==> config.mk <==
export PLATFORM = sky130hd
export DESIGN_NAME = bmp_v3_stream_decoder_core
export DESIGN_NICKNAME = d
export VERILOG_FILES = /design/src/hw/rtl/bmpv3_pkg.sv /design/src/hw/rtl/bmpv3_mul.sv /design/src/hw/rtl/bmpv3_obuf.sv /design/src/hw/rtl/bmp_v3_stream_decoder_core.sv
export VERILOG_INCLUDE_DIRS = /design/src /design/src/hw/rtl
export SDC_FILE = /design/constraint.sdc
export NUM_CORES = 2
export LEC_CHECK = 0
export BUFFER_PORTS_ARGS = -buffer_cell sky130_fd_sc_hd__buf_2
export CORE_MARGIN = 5
export CORE_UTILIZATION = 40
export DETAILED_ROUTE_END_ITERATION = 7
export HOLD_SLACK_MARGIN = 0.08
export PLACE_DENSITY_LB_ADDON = 0.12
export SYNTH_ARGS = -nofsm -noshare
export SYNTH_HDL_FRONTEND = slang
export SYNTH_SLANG_ARGS = --single-unit
==> constraint.sdc <==
create_clock -name clk -period 12.1 [get_ports clk]
set_input_delay 2.42 -clock clk [delete_from_list [all_inputs] [get_ports clk]]
set_output_delay 2.42 -clock clk [all_outputs]
set_load 0.02 [all_outputs]
==> src/hw/rtl/bmp_v3_stream_decoder_core_macros.svh <==
// Assertion macros shared by the bitmap decoder RTL.
`ifndef BMP_V3_STREAM_DECODER_CORE_MACROS_SVH
`define BMP_V3_STREAM_DECODER_CORE_MACROS_SVH
`ifndef SYNTHESIS
// Checked on every clk edge outside reset (clk and rst_n come from the using scope).
`define BMPV3_CHECK(lbl, prop, msg) \
  lbl: assert property (@(posedge clk) disable iff (!rst_n) (prop)) else $error(msg);
// Checked on every clk edge, reset included.
`define BMPV3_CHECK_ALWAYS(lbl, prop, msg) \
  lbl: assert property (@(posedge clk) (prop)) else $error(msg);
`else
`define BMPV3_CHECK(lbl, prop, msg)
`define BMPV3_CHECK_ALWAYS(lbl, prop, msg)
`endif
`endif

==> src/hw/rtl/bmpv3_pkg.sv <==
// Types and constants shared by the bitmap stream decoder.
`timescale 1ns / 1ps
package bmpv3_pkg;

  typedef enum logic [1:0] {
    PH_IDLE,
    PH_HEADER,
    PH_PALETTE,
    PH_PIXELS
  } phase_t;

  typedef enum logic [2:0] {
    SQ_TAKE,
    SQ_EXEC,
    SQ_MUL_ROW,
    SQ_MUL_BASE,
    SQ_SUMMARY
  } seq_t;

  typedef enum logic [1:0] {
    KIND_SUMMARY,
    KIND_PALETTE,
    KIND_PIXEL,
    KIND_ERROR
  } kind_t;

  typedef enum logic [1:0] {
    ERR_NONE,
    ERR_TYPE,
    ERR_INFO_SIZE,
    ERR_COMPRESSED
  } err_t;

  typedef struct packed {
    kind_t       kind;
    err_t        error_code;
    logic [31:0] position;
    logic [23:0] value;
    logic [31:0] image_width;
    logic [31:0] image_height;
    logic [15:0] bits_per_pixel;
    logic [31:0] color_count;
    logic        last;
  } result_t;

  typedef struct packed {
    logic    valid;
    result_t res;
  } res_load_t;

  // Header byte offsets at which a little-endian field is complete
  localparam logic [5:0] OFF_TYPE      = 6'd1;
  localparam logic [5:0] OFF_DATA_OFS  = 6'd13;
  localparam logic [5:0] OFF_INFO_SIZE = 6'd17;
  localparam logic [5:0] OFF_WIDTH     = 6'd21;
  localparam logic [5:0] OFF_HEIGHT    = 6'd25;
  localparam logic [5:0] OFF_DEPTH     = 6'd29;
  localparam logic [5:0] OFF_COMPRESS  = 6'd33;
  localparam logic [5:0] OFF_COLORS    = 6'd49;
  localparam logic [5:0] OFF_LAST      = 6'd53;

  localparam logic [15:0] BMP_SIGNATURE = 16'h4D42;
  localparam logic [31:0] INFO_HDR_SIZE = 32'd40;
  localparam logic [31:0] HDR_BYTES     = 32'd54;
  localparam logic [15:0] DEPTH_RGB     = 16'd24;

  localparam int unsigned OUT_TDATA_W = 176;

endpackage

==> src/hw/rtl/bmpv3_mul.sv <==
// Shared 32x32 multiplier, low word of the product registered.
`timescale 1ns / 1ps
module bmpv3_mul (
  input  logic        clk,
  input  logic [31:0] a_i,
  input  logic [31:0] b_i,
  output logic [31:0] prod_o
);

  logic [31:0] prod_r;
  logic [31:0] prod_nxt;

  assign prod_nxt = a_i * b_i;  // wraps at 32 bits

  always_ff @(posedge clk) begin
    prod_r <= prod_nxt;
  end

  assign prod_o = prod_r;

endmodule

==> src/hw/rtl/bmpv3_obuf.sv <==
// Output register that holds one result transaction until it is taken.
`timescale 1ns / 1ps
module bmpv3_obuf (
  input  logic                clk,
  input  logic                rst_n,
  input  bmpv3_pkg::res_load_t ld_i,
  output logic                free_o,
  output logic                out_valid_o,
  input  logic                out_ready_i,
  output bmpv3_pkg::result_t  res_o
);
  import bmpv3_pkg::*;

  logic    valid_r;
  logic    valid_nxt;
  result_t res_r;

  assign free_o = !valid_r || out_ready_i;

  always_comb begin
    if (ld_i.valid && free_o) begin
      valid_nxt = 1'b1;
    end else if (out_ready_i) begin
      valid_nxt = 1'b0;
    end else begin
      valid_nxt = valid_r;
    end
  end

  always_ff @(posedge clk) begin
    if (!rst_n) begin
      valid_r <= 1'b0;
    end else begin
      valid_r <= valid_nxt;
    end
  end

  always_ff @(posedge clk) begin
    if (ld_i.valid && free_o) begin
      res_r <= ld_i.res;
    end
  end

  assign out_valid_o = valid_r;
  assign res_o       = res_r;

endmodule

==> src/hw/rtl/bmp_v3_stream_decoder_core.sv <==
// Top level of the streaming bitmap (40-byte info header) decoder.
//
//  channel | dir | tdata                          | tuser        | tlast
//  --------+-----+--------------------------------+--------------+-----------
//  in_     | in  | [7:0] file byte                | first_byte   | -
//  out_    | out | error_code, position, value,   | [1:0] kind   | last pixel
//          |     | width, height, bpp, colors     |              | or error
//
// Steps: a file byte is accepted, then executed. Header byte 53 is accepted,
//   executed, then makes two passes through the shared multiplier
//   (width*depth, then (height-1)*row_length) and ends in the summary step.
// Stalls: a cycle that must emit a result waits while the output register is
//   full and not taken; the input stays not ready meanwhile.
// Reset: synchronous, active low; parse goes idle, all counters and header
//   fields clear. No clearing pass is needed.
`timescale 1ns / 1ps
module bmp_v3_stream_decoder_core (
  input  logic         clk,
  input  logic         rst_n,
  input  logic         in_tvalid,
  output logic         in_tready,
  input  logic [7:0]   in_tdata,   // [7:0] in_byte
  input  logic         in_tuser,   // [0] first_byte
  output logic         out_tvalid,
  input  logic         out_tready,
  output logic [bmpv3_pkg::OUT_TDATA_W-1:0] out_tdata,
                                   // [1:0] error_code, [33:2] position, [57:34] value,
                                   // [89:58] image_width, [121:90] image_height,
                                   // [137:122] bits_per_pixel, [169:138] color_count,
                                   // [175:170] zero
  output logic [1:0]   out_tuser,  // [1:0] kind
  output logic         out_tlast
);
  import bmpv3_pkg::*;

  // Sequencer and parse state
  seq_t        seq_r, seq_nxt;
  phase_t      phase_r, phase_nxt;
  logic [7:0]  byte_r, byte_nxt;
  logic [5:0]  hdr_off_r, hdr_off_nxt;
  logic [31:0] fshift_r, fshift_nxt;
  // Header fields
  logic [31:0] pdo_r, pdo_nxt;
  logic [31:0] width_r, width_nxt;
  logic [31:0] height_r, height_nxt;
  logic [15:0] depth_r, depth_nxt;
  logic [31:0] colors_r, colors_nxt;
  // Palette and pixel walk
  logic [31:0] pal_cnt_r, pal_cnt_nxt;
  logic [1:0]  entry_r, entry_nxt;
  logic [31:0] row_len_r, row_len_nxt;
  logic [31:0] pad_len_r, pad_len_nxt;
  logic [31:0] col_r, col_nxt;
  logic [31:0] rows_left_r, rows_left_nxt;
  logic [31:0] row_base_r, row_base_nxt;

  // Datapath helpers
  logic [31:0] fs_new;
  logic [31:0] col_inc;
  logic [31:0] pal_inc;
  logic [31:0] rl_calc;
  logic [31:0] pad_calc;
  logic [31:0] mul_a, mul_b, mul_prod;

  // Result handoff
  logic        want_emit;
  logic        hold;
  logic        obuf_free;
  result_t     res;
  res_load_t   ld;
  result_t     out_res;

  assign fs_new   = {byte_r, fshift_r[31:8]};
  assign col_inc  = col_r + 32'd1;
  assign pal_inc  = pal_cnt_r + 32'd1;
  // row_length = (width*depth)/8 on the wrapped product
  assign rl_calc  = {3'b000, mul_prod[31:3]};
  // round up to a multiple of 4, wrapping
  assign pad_calc = (rl_calc[1:0] != 2'b00) ? {rl_calc[31:2] + 30'd1, 2'b00} : rl_calc;

  bmpv3_mul u_mul (
    .clk    (clk),
    .a_i    (mul_a),
    .b_i    (mul_b),
    .prod_o (mul_prod)
  );

  always_comb begin
    seq_nxt       = seq_r;
    phase_nxt     = phase_r;
    byte_nxt      = byte_r;
    hdr_off_nxt   = hdr_off_r;
    fshift_nxt    = fshift_r;
    pdo_nxt       = pdo_r;
    width_nxt     = width_r;
    height_nxt    = height_r;
    depth_nxt     = depth_r;
    colors_nxt    = colors_r;
    pal_cnt_nxt   = pal_cnt_r;
    entry_nxt     = entry_r;
    row_len_nxt   = row_len_r;
    pad_len_nxt   = pad_len_r;
    col_nxt       = col_r;
    rows_left_nxt = rows_left_r;
    row_base_nxt  = row_base_r;

    mul_a = width_r;
    mul_b = {16'h0000, depth_r};

    want_emit          = 1'b0;
    res.kind           = KIND_SUMMARY;
    res.error_code     = ERR_NONE;
    res.position       = 32'd0;
    res.value          = 24'd0;
    res.image_width    = width_r;
    res.image_height   = height_r;
    res.bits_per_pixel = depth_r;
    res.color_count    = colors_r;
    res.last           = 1'b0;

    in_tready = (seq_r == SQ_TAKE);

    unique case (seq_r)
      SQ_TAKE: begin
        if (in_tvalid) begin
          byte_nxt = in_tdata;
          seq_nxt  = SQ_EXEC;
          if (in_tuser) begin
            // new file: restart the parse from a clean slate
            phase_nxt     = PH_HEADER;
            hdr_off_nxt   = 6'd0;
            fshift_nxt    = 32'd0;
            pdo_nxt       = 32'd0;
            width_nxt     = 32'd0;
            height_nxt    = 32'd0;
            depth_nxt     = 16'd0;
            colors_nxt    = 32'd0;
            pal_cnt_nxt   = 32'd0;
            entry_nxt     = 2'd0;
            row_len_nxt   = 32'd0;
            pad_len_nxt   = 32'd0;
            col_nxt       = 32'd0;
            rows_left_nxt = 32'd0;
            row_base_nxt  = 32'd0;
          end
        end
      end

      SQ_EXEC: begin
        seq_nxt = SQ_TAKE;
        unique case (phase_r)
          PH_HEADER: begin
            fshift_nxt  = fs_new;
            hdr_off_nxt = hdr_off_r + 6'd1;
            unique case (hdr_off_r)
              OFF_TYPE: begin
                if (fs_new[31:16] != BMP_SIGNATURE) begin
                  want_emit      = 1'b1;
                  res.error_code = ERR_TYPE;
                end
              end
              OFF_DATA_OFS:  pdo_nxt = fs_new;
              OFF_INFO_SIZE: begin
                if (fs_new != INFO_HDR_SIZE) begin
                  want_emit      = 1'b1;
                  res.error_code = ERR_INFO_SIZE;
                end
              end
              OFF_WIDTH:  width_nxt  = fs_new;
              OFF_HEIGHT: height_nxt = fs_new;
              OFF_DEPTH:  depth_nxt  = fs_new[31:16];
              OFF_COMPRESS: begin
                if (fs_new != 32'd0) begin
                  want_emit      = 1'b1;
                  res.error_code = ERR_COMPRESSED;
                end
              end
              OFF_COLORS: colors_nxt = fs_new;
              OFF_LAST:   seq_nxt    = SQ_MUL_ROW;
              default: ;
            endcase
            if (want_emit) begin
              // header check failed
              res.kind  = KIND_ERROR;
              res.last  = 1'b1;
              phase_nxt = PH_IDLE;
            end
          end

          PH_PALETTE: begin
            fshift_nxt = fs_new;
            if (entry_r != 2'd3) begin
              entry_nxt = entry_r + 2'd1;
            end else begin
              entry_nxt    = 2'd0;
              pal_cnt_nxt  = pal_inc;
              want_emit    = 1'b1;
              res.kind     = KIND_PALETTE;
              res.position = pal_cnt_r;
              res.value    = fs_new[23:0];
              if (pal_inc == colors_r) begin
                col_nxt   = 32'd0;
                phase_nxt = (rows_left_r == 32'd0 || pad_len_r == 32'd0) ? PH_IDLE
                                                                         : PH_PIXELS;
              end
            end
          end

          PH_PIXELS: begin
            if (col_r < row_len_r) begin
              want_emit    = 1'b1;
              res.kind     = KIND_PIXEL;
              res.position = row_base_r + col_r;
              res.value    = {16'h0000, byte_r};
              res.last     = (rows_left_r == 32'd1) && (col_inc == row_len_r);
            end
            if (col_inc == pad_len_r) begin
              // end of stored row, padding included
              col_nxt       = 32'd0;
              rows_left_nxt = rows_left_r - 32'd1;
              row_base_nxt  = row_base_r - row_len_r;
              if (rows_left_r == 32'd1) begin
                phase_nxt = PH_IDLE;
              end
            end else begin
              col_nxt = col_inc;
            end
          end

          PH_IDLE: ;  // stray byte, dropped
          default: ;
        endcase
      end

      SQ_MUL_ROW: begin
        // multiplier takes width*depth; a zero colour count on a non-24-bit image is derived from the offset
        if (depth_r != DEPTH_RGB && colors_r == 32'd0) begin
          colors_nxt = (pdo_r - HDR_BYTES) >> 2;
        end
        seq_nxt = SQ_MUL_BASE;
      end

      SQ_MUL_BASE: begin
        row_len_nxt = rl_calc;
        pad_len_nxt = pad_calc;
        mul_a       = height_r - 32'd1;
        mul_b       = rl_calc;
        seq_nxt     = SQ_SUMMARY;
      end

      SQ_SUMMARY: begin
        // same operands again so a stalled summary keeps the base address
        mul_a         = height_r - 32'd1;
        mul_b         = row_len_r;
        row_base_nxt  = mul_prod;
        rows_left_nxt = height_r;
        pal_cnt_nxt   = 32'd0;
        entry_nxt     = 2'd0;
        fshift_nxt    = 32'd0;
        if (depth_r != DEPTH_RGB && colors_r != 32'd0) begin
          phase_nxt = PH_PALETTE;
        end else begin
          col_nxt   = 32'd0;
          phase_nxt = (height_r == 32'd0 || pad_len_r == 32'd0) ? PH_IDLE : PH_PIXELS;
        end
        want_emit = 1'b1;
        res.kind  = KIND_SUMMARY;
        seq_nxt   = SQ_TAKE;
      end

      default: seq_nxt = SQ_TAKE;
    endcase
  end

  // A cycle with a result waits for room in the output register.
  assign hold     = want_emit && !obuf_free;
  assign ld.valid = want_emit && obuf_free;
  assign ld.res   = res;

  always_ff @(posedge clk) begin
    if (!rst_n) begin
      seq_r       <= SQ_TAKE;
      phase_r     <= PH_IDLE;
      byte_r      <= 8'd0;
      hdr_off_r   <= 6'd0;
      fshift_r    <= 32'd0;
      pdo_r       <= 32'd0;
      width_r     <= 32'd0;
      height_r    <= 32'd0;
      depth_r     <= 16'd0;
      colors_r    <= 32'd0;
      pal_cnt_r   <= 32'd0;
      entry_r     <= 2'd0;
      row_len_r   <= 32'd0;
      pad_len_r   <= 32'd0;
      col_r       <= 32'd0;
      rows_left_r <= 32'd0;
      row_base_r  <= 32'd0;
    end else if (!hold) begin
      seq_r       <= seq_nxt;
      phase_r     <= phase_nxt;
      byte_r      <= byte_nxt;
      hdr_off_r   <= hdr_off_nxt;
      fshift_r    <= fshift_nxt;
      pdo_r       <= pdo_nxt;
      width_r     <= width_nxt;
      height_r    <= height_nxt;
      depth_r     <= depth_nxt;
      colors_r    <= colors_nxt;
      pal_cnt_r   <= pal_cnt_nxt;
      entry_r     <= entry_nxt;
      row_len_r   <= row_len_nxt;
      pad_len_r   <= pad_len_nxt;
      col_r       <= col_nxt;
      rows_left_r <= rows_left_nxt;
      row_base_r  <= row_base_nxt;
    end
  end

  bmpv3_obuf u_obuf (
    .clk         (clk),
    .rst_n       (rst_n),
    .ld_i        (ld),
    .free_o      (obuf_free),
    .out_valid_o (out_tvalid),
    .out_ready_i (out_tready),
    .res_o       (out_res)
  );

  assign out_tdata = {6'b000000, out_res.color_count, out_res.bits_per_pixel,
                      out_res.image_height, out_res.image_width, out_res.value,
                      out_res.position, out_res.error_code};
  assign out_tuser = out_res.kind;
  assign out_tlast = out_res.last;

`include "bmp_v3_stream_decoder_core_macros.svh"

  `BMPV3_CHECK(a_take_then_exec, (in_tvalid && in_tready) |=> (seq_r == SQ_EXEC), "accepted byte not executed next cycle")
  `BMPV3_CHECK(a_pixel_walk_live, (phase_r == PH_PIXELS) |-> (rows_left_r != 32'd0 && pad_len_r != 32'd0), "pixel phase with no rows or empty row")
  `BMPV3_CHECK(a_entry_in_palette, (entry_r != 2'd0) |-> (phase_r == PH_PALETTE), "palette byte index left over outside palette")
  `BMPV3_CHECK(a_last_on_final_row, (ld.valid && ld.res.last) |-> (ld.res.kind == KIND_ERROR || rows_left_r == 32'd1), "last flag outside final row")

endmodule
==> flow_summary.json <==
{
  "synthTopCellsByArea": "fa_1 18%, dfxtp_1 18%, edfxtp_1 11%",
  "drive_above_1_share_pct": 8.795,
  "routedWlPerCell_um": 25.05,
  "grt_pass1_wl_mm": 250.1,
  "cts_buffer_depth": 3,
  "fill_cells": 11211,
  "peakVddDrop_v": 0.00009380,
  "grt_util_all_layers_pct": 27.43,
  "synth_cells": 5155,
  "fin_area_um2": 50270,
  "clk_pin_slew_worst_paths_ns": 0.07,
  "syn_to_final_growth_pct": 10.74,
  "initial_core_util_pct": 40.30,
  "leakagePower_nw": 19.55,
  "fmax_mhz": 104.5,
  "critPathLaunchType": "flop",
  "crit_fanout": 9,
  "design.die.area_um2": 120300,
  "netlist.area_leader.share_pct": 18.04,
  "total_power_mw": 4.806,
  "power_density_nw_per_um2": 95.61,
  "post-route-util_pct": 44.62,
  "io_buffer_count": 187,
  "totalWireLength_mm": 169.2,
  "mostFrequentLayoutCells": "600 x nand2_1, 544 x nor2_1, 445 x inv_1, 409 x fa_1, 408 x dfxtp_1",
  "drt-initial-drc-count": 3505,
  "htreeDepth": 3,
  "worst-setup-path-type": "reg -> reg",
  "critPathSlowestCell": "a311oi_1",
  "cts_tree": "done",
  "dpl.hpwl_mm": 129.8,
  "clock_latency_ns": 0.67,
  "cts_resized": 0,
  "hp-class": "reg -> reg",
  "ios": 194,
  "worstMarginPinSlew_ns": 1.320,
  "ys_types": 87,
  "postCtsSetupBuffers": 0,
  "finalNetCount": 5841,
  "synth_area_um2": 45400,
  "die_w_um": 346.9,
  "min_period_over_period_pct": 79.11,
  "avgSynthCellArea_um2": 8.806,
  "hold_violations": 0,
  "finalClockSkew_ns": 0.03794,
  "setup.worst_path.start": "height_r[3]$_SDFFE_PN0P_",
  "coreArea_um2": 112700,
  "layout_commonest_cell": "nand2_1",
  "fin_cells": 6755,
  "num_vias": 38357,
  "crit_buf_inv": 5,
  "arrival_ns": 10.16,
  "dp.cells": 6623,
  "outcome": "finished, final reports clean",
  "gr-total-overflow": 0,
  "maxCapViolations": 0,
  "synth_edf_count": 173,
  "setup_viol": 0,
  "fin_tns_setup_ns": 0,
  "slew_viol_final": 0,
  "ys_seq_area_share_pct": 29.44,
  "min-delay-start": "rows_left_r[14]$_SDFFE_PN0P_",
  "cpPeakStageDelay_ns": 0.70,
  "grt_start_max_net_pins": 176,
  "clock-root-buffer": "clkbuf_16",
  "row_count": 123,
  "synth_area_leader_cell": "fa_1",
  "async_flop_share_pct": 0,
  "numCtsBuffers": 70,
  "antenna_found_initial": 13,
  "rsz0062_at_grt": "no",
  "path_common_cell": "fa_1",
  "slew_headroom_pct": 11.09,
  "via_per_inst": 5.678,
  "cp.required_ns": 12.69,
  "drtPass1Iterations": 7,
  "place_area_um2": 47850,
  "timing.rr.start": "height_r[3]$_SDFFE_PN0P_",
  "drc": 0,
  "ys_ff_latch": 581,
  "final_antenna_net_count": 0,
  "period_minus_slack_ns": 9.573,
  "crit_family": "adder cells",
  "gp_congestion": 0.9419,
  "synthFlopType": "dfxtp_1",
  "cts_sinks": 581,
  "die_h_um": 346.9,
  "yosysWarnings": 0,
  "critPathCaptureType": "flop",
  "hold_buffers": 0,
  "grt_pass1_vias": 37161
}
-- cell usage after synthesis (all sizes together) (121+ instances only) --
cell type    n
nand2      602
nor2       546
inv        446
fa         409
dfxtp      408
o21ai      290
clkbuf     253
xnor2      227
ha         224
a21oi      215
nand3      195
edfxtp     173
xor2       121
-- final timing paths --
| kind | cells after the start | slack, ns | endpoint |
|---|---|---|---|
| worst min register to register | 2 | 0.45 | rows_left_r[14]$_SDFFE_PN0P_ |
| worst max-delay path | 29 | 2.53 | u_mul.prod_o[30]$_DFF_P_ |
| worst max register to register | 29 | 2.53 | u_mul.prod_o[30]$_DFF_P_ |
| worst min-delay path | 2 | 0.45 | rows_left_r[14]$_SDFFE_PN0P_ |
-- power breakdown --
group / leakage [nW] / switching [mW] / internal (mW) / total [mW]
Combinational: 13.7 / 0.309 / 0.164 / 0.473
Sequential: 4.72 / 0.0540 / 2.02 / 2.08
Clock: 1.17 / 0.957 / 1.30 / 2.26
Total: 19.5 / 1.32 / 3.49 / 4.81
-- worst register-to-register path: cells and delay by family, from the launching register on --
| family | cells | cell delay, ns |
|---|---|---|
| simple gates | 4 | 1.65 |
| flops | 1 | 0.39 |
| buf+inv | 5 | 0.25 |
| xor+xnor | 2 | 0.31 |
| fa+ha+maj | 9 | 4.32 |
| compound gates | 9 | 2.59 |
-- per-layer routing --
layer,global-route usage (%),wire length [µm],up-vias
li1,-,-,17608
met2,43.44,76430,1447
met3,5.152,13480,279
met1,38.45,73810,19021
met5,0,13,-
met4,8.028,5448,2
-- stage by stage --
step	worst slack (ns)	hold WS, ns
finish	2.527	0.4547
detailed placement	2.535	0.4461
global placement	2.613	0.4427
global route	2.108	0.4674
floorplan	2.935	0.4064
CTS	2.516	0.4546
-- final cells by class --
class	count	area [µm²]	share of cell area (%)
Clock buffer	94	1943	3.865
Tap cell	1500	1877	3.733
Sequential cell	581	13360	26.58
Inverter	446	1679	3.340
Antenna cell	2	5.005	0.009956
Multi-Input combinational cell	3827	29320	58.32
Timing Repair Buffer	269	1608	3.198
Clock inverter	36	476.7	0.9483
-- flip-flops by register name (all words and copies together), names as in the netlist, 29 cells and up --
signal,count
pad_len_r,30
height_r,32
row_base_r,32
u_obuf.res_o,173
col_r,32
width_r,32
u_mul.prod_o,32
row_len_r,29
colors_r,32
rows_left_r,32
pdo_r,31
pal_cnt_r,32
-- cell families after synthesis --
group                      after synthesis  synth area share [%]
and+or+nand+nor                       1877                 19.14
AOI/OAI and AO/OA                      936                 13.28
buffers and inverters                  752                 6.356
adders and majority gates              633                 24.21
DFF                                    581                 29.44
xor gates and xnor gates               357                 7.180
muxes                                   18                0.3996
other                                    1              0.008260
Note: power is estimated with default switching activity, not from simulation.
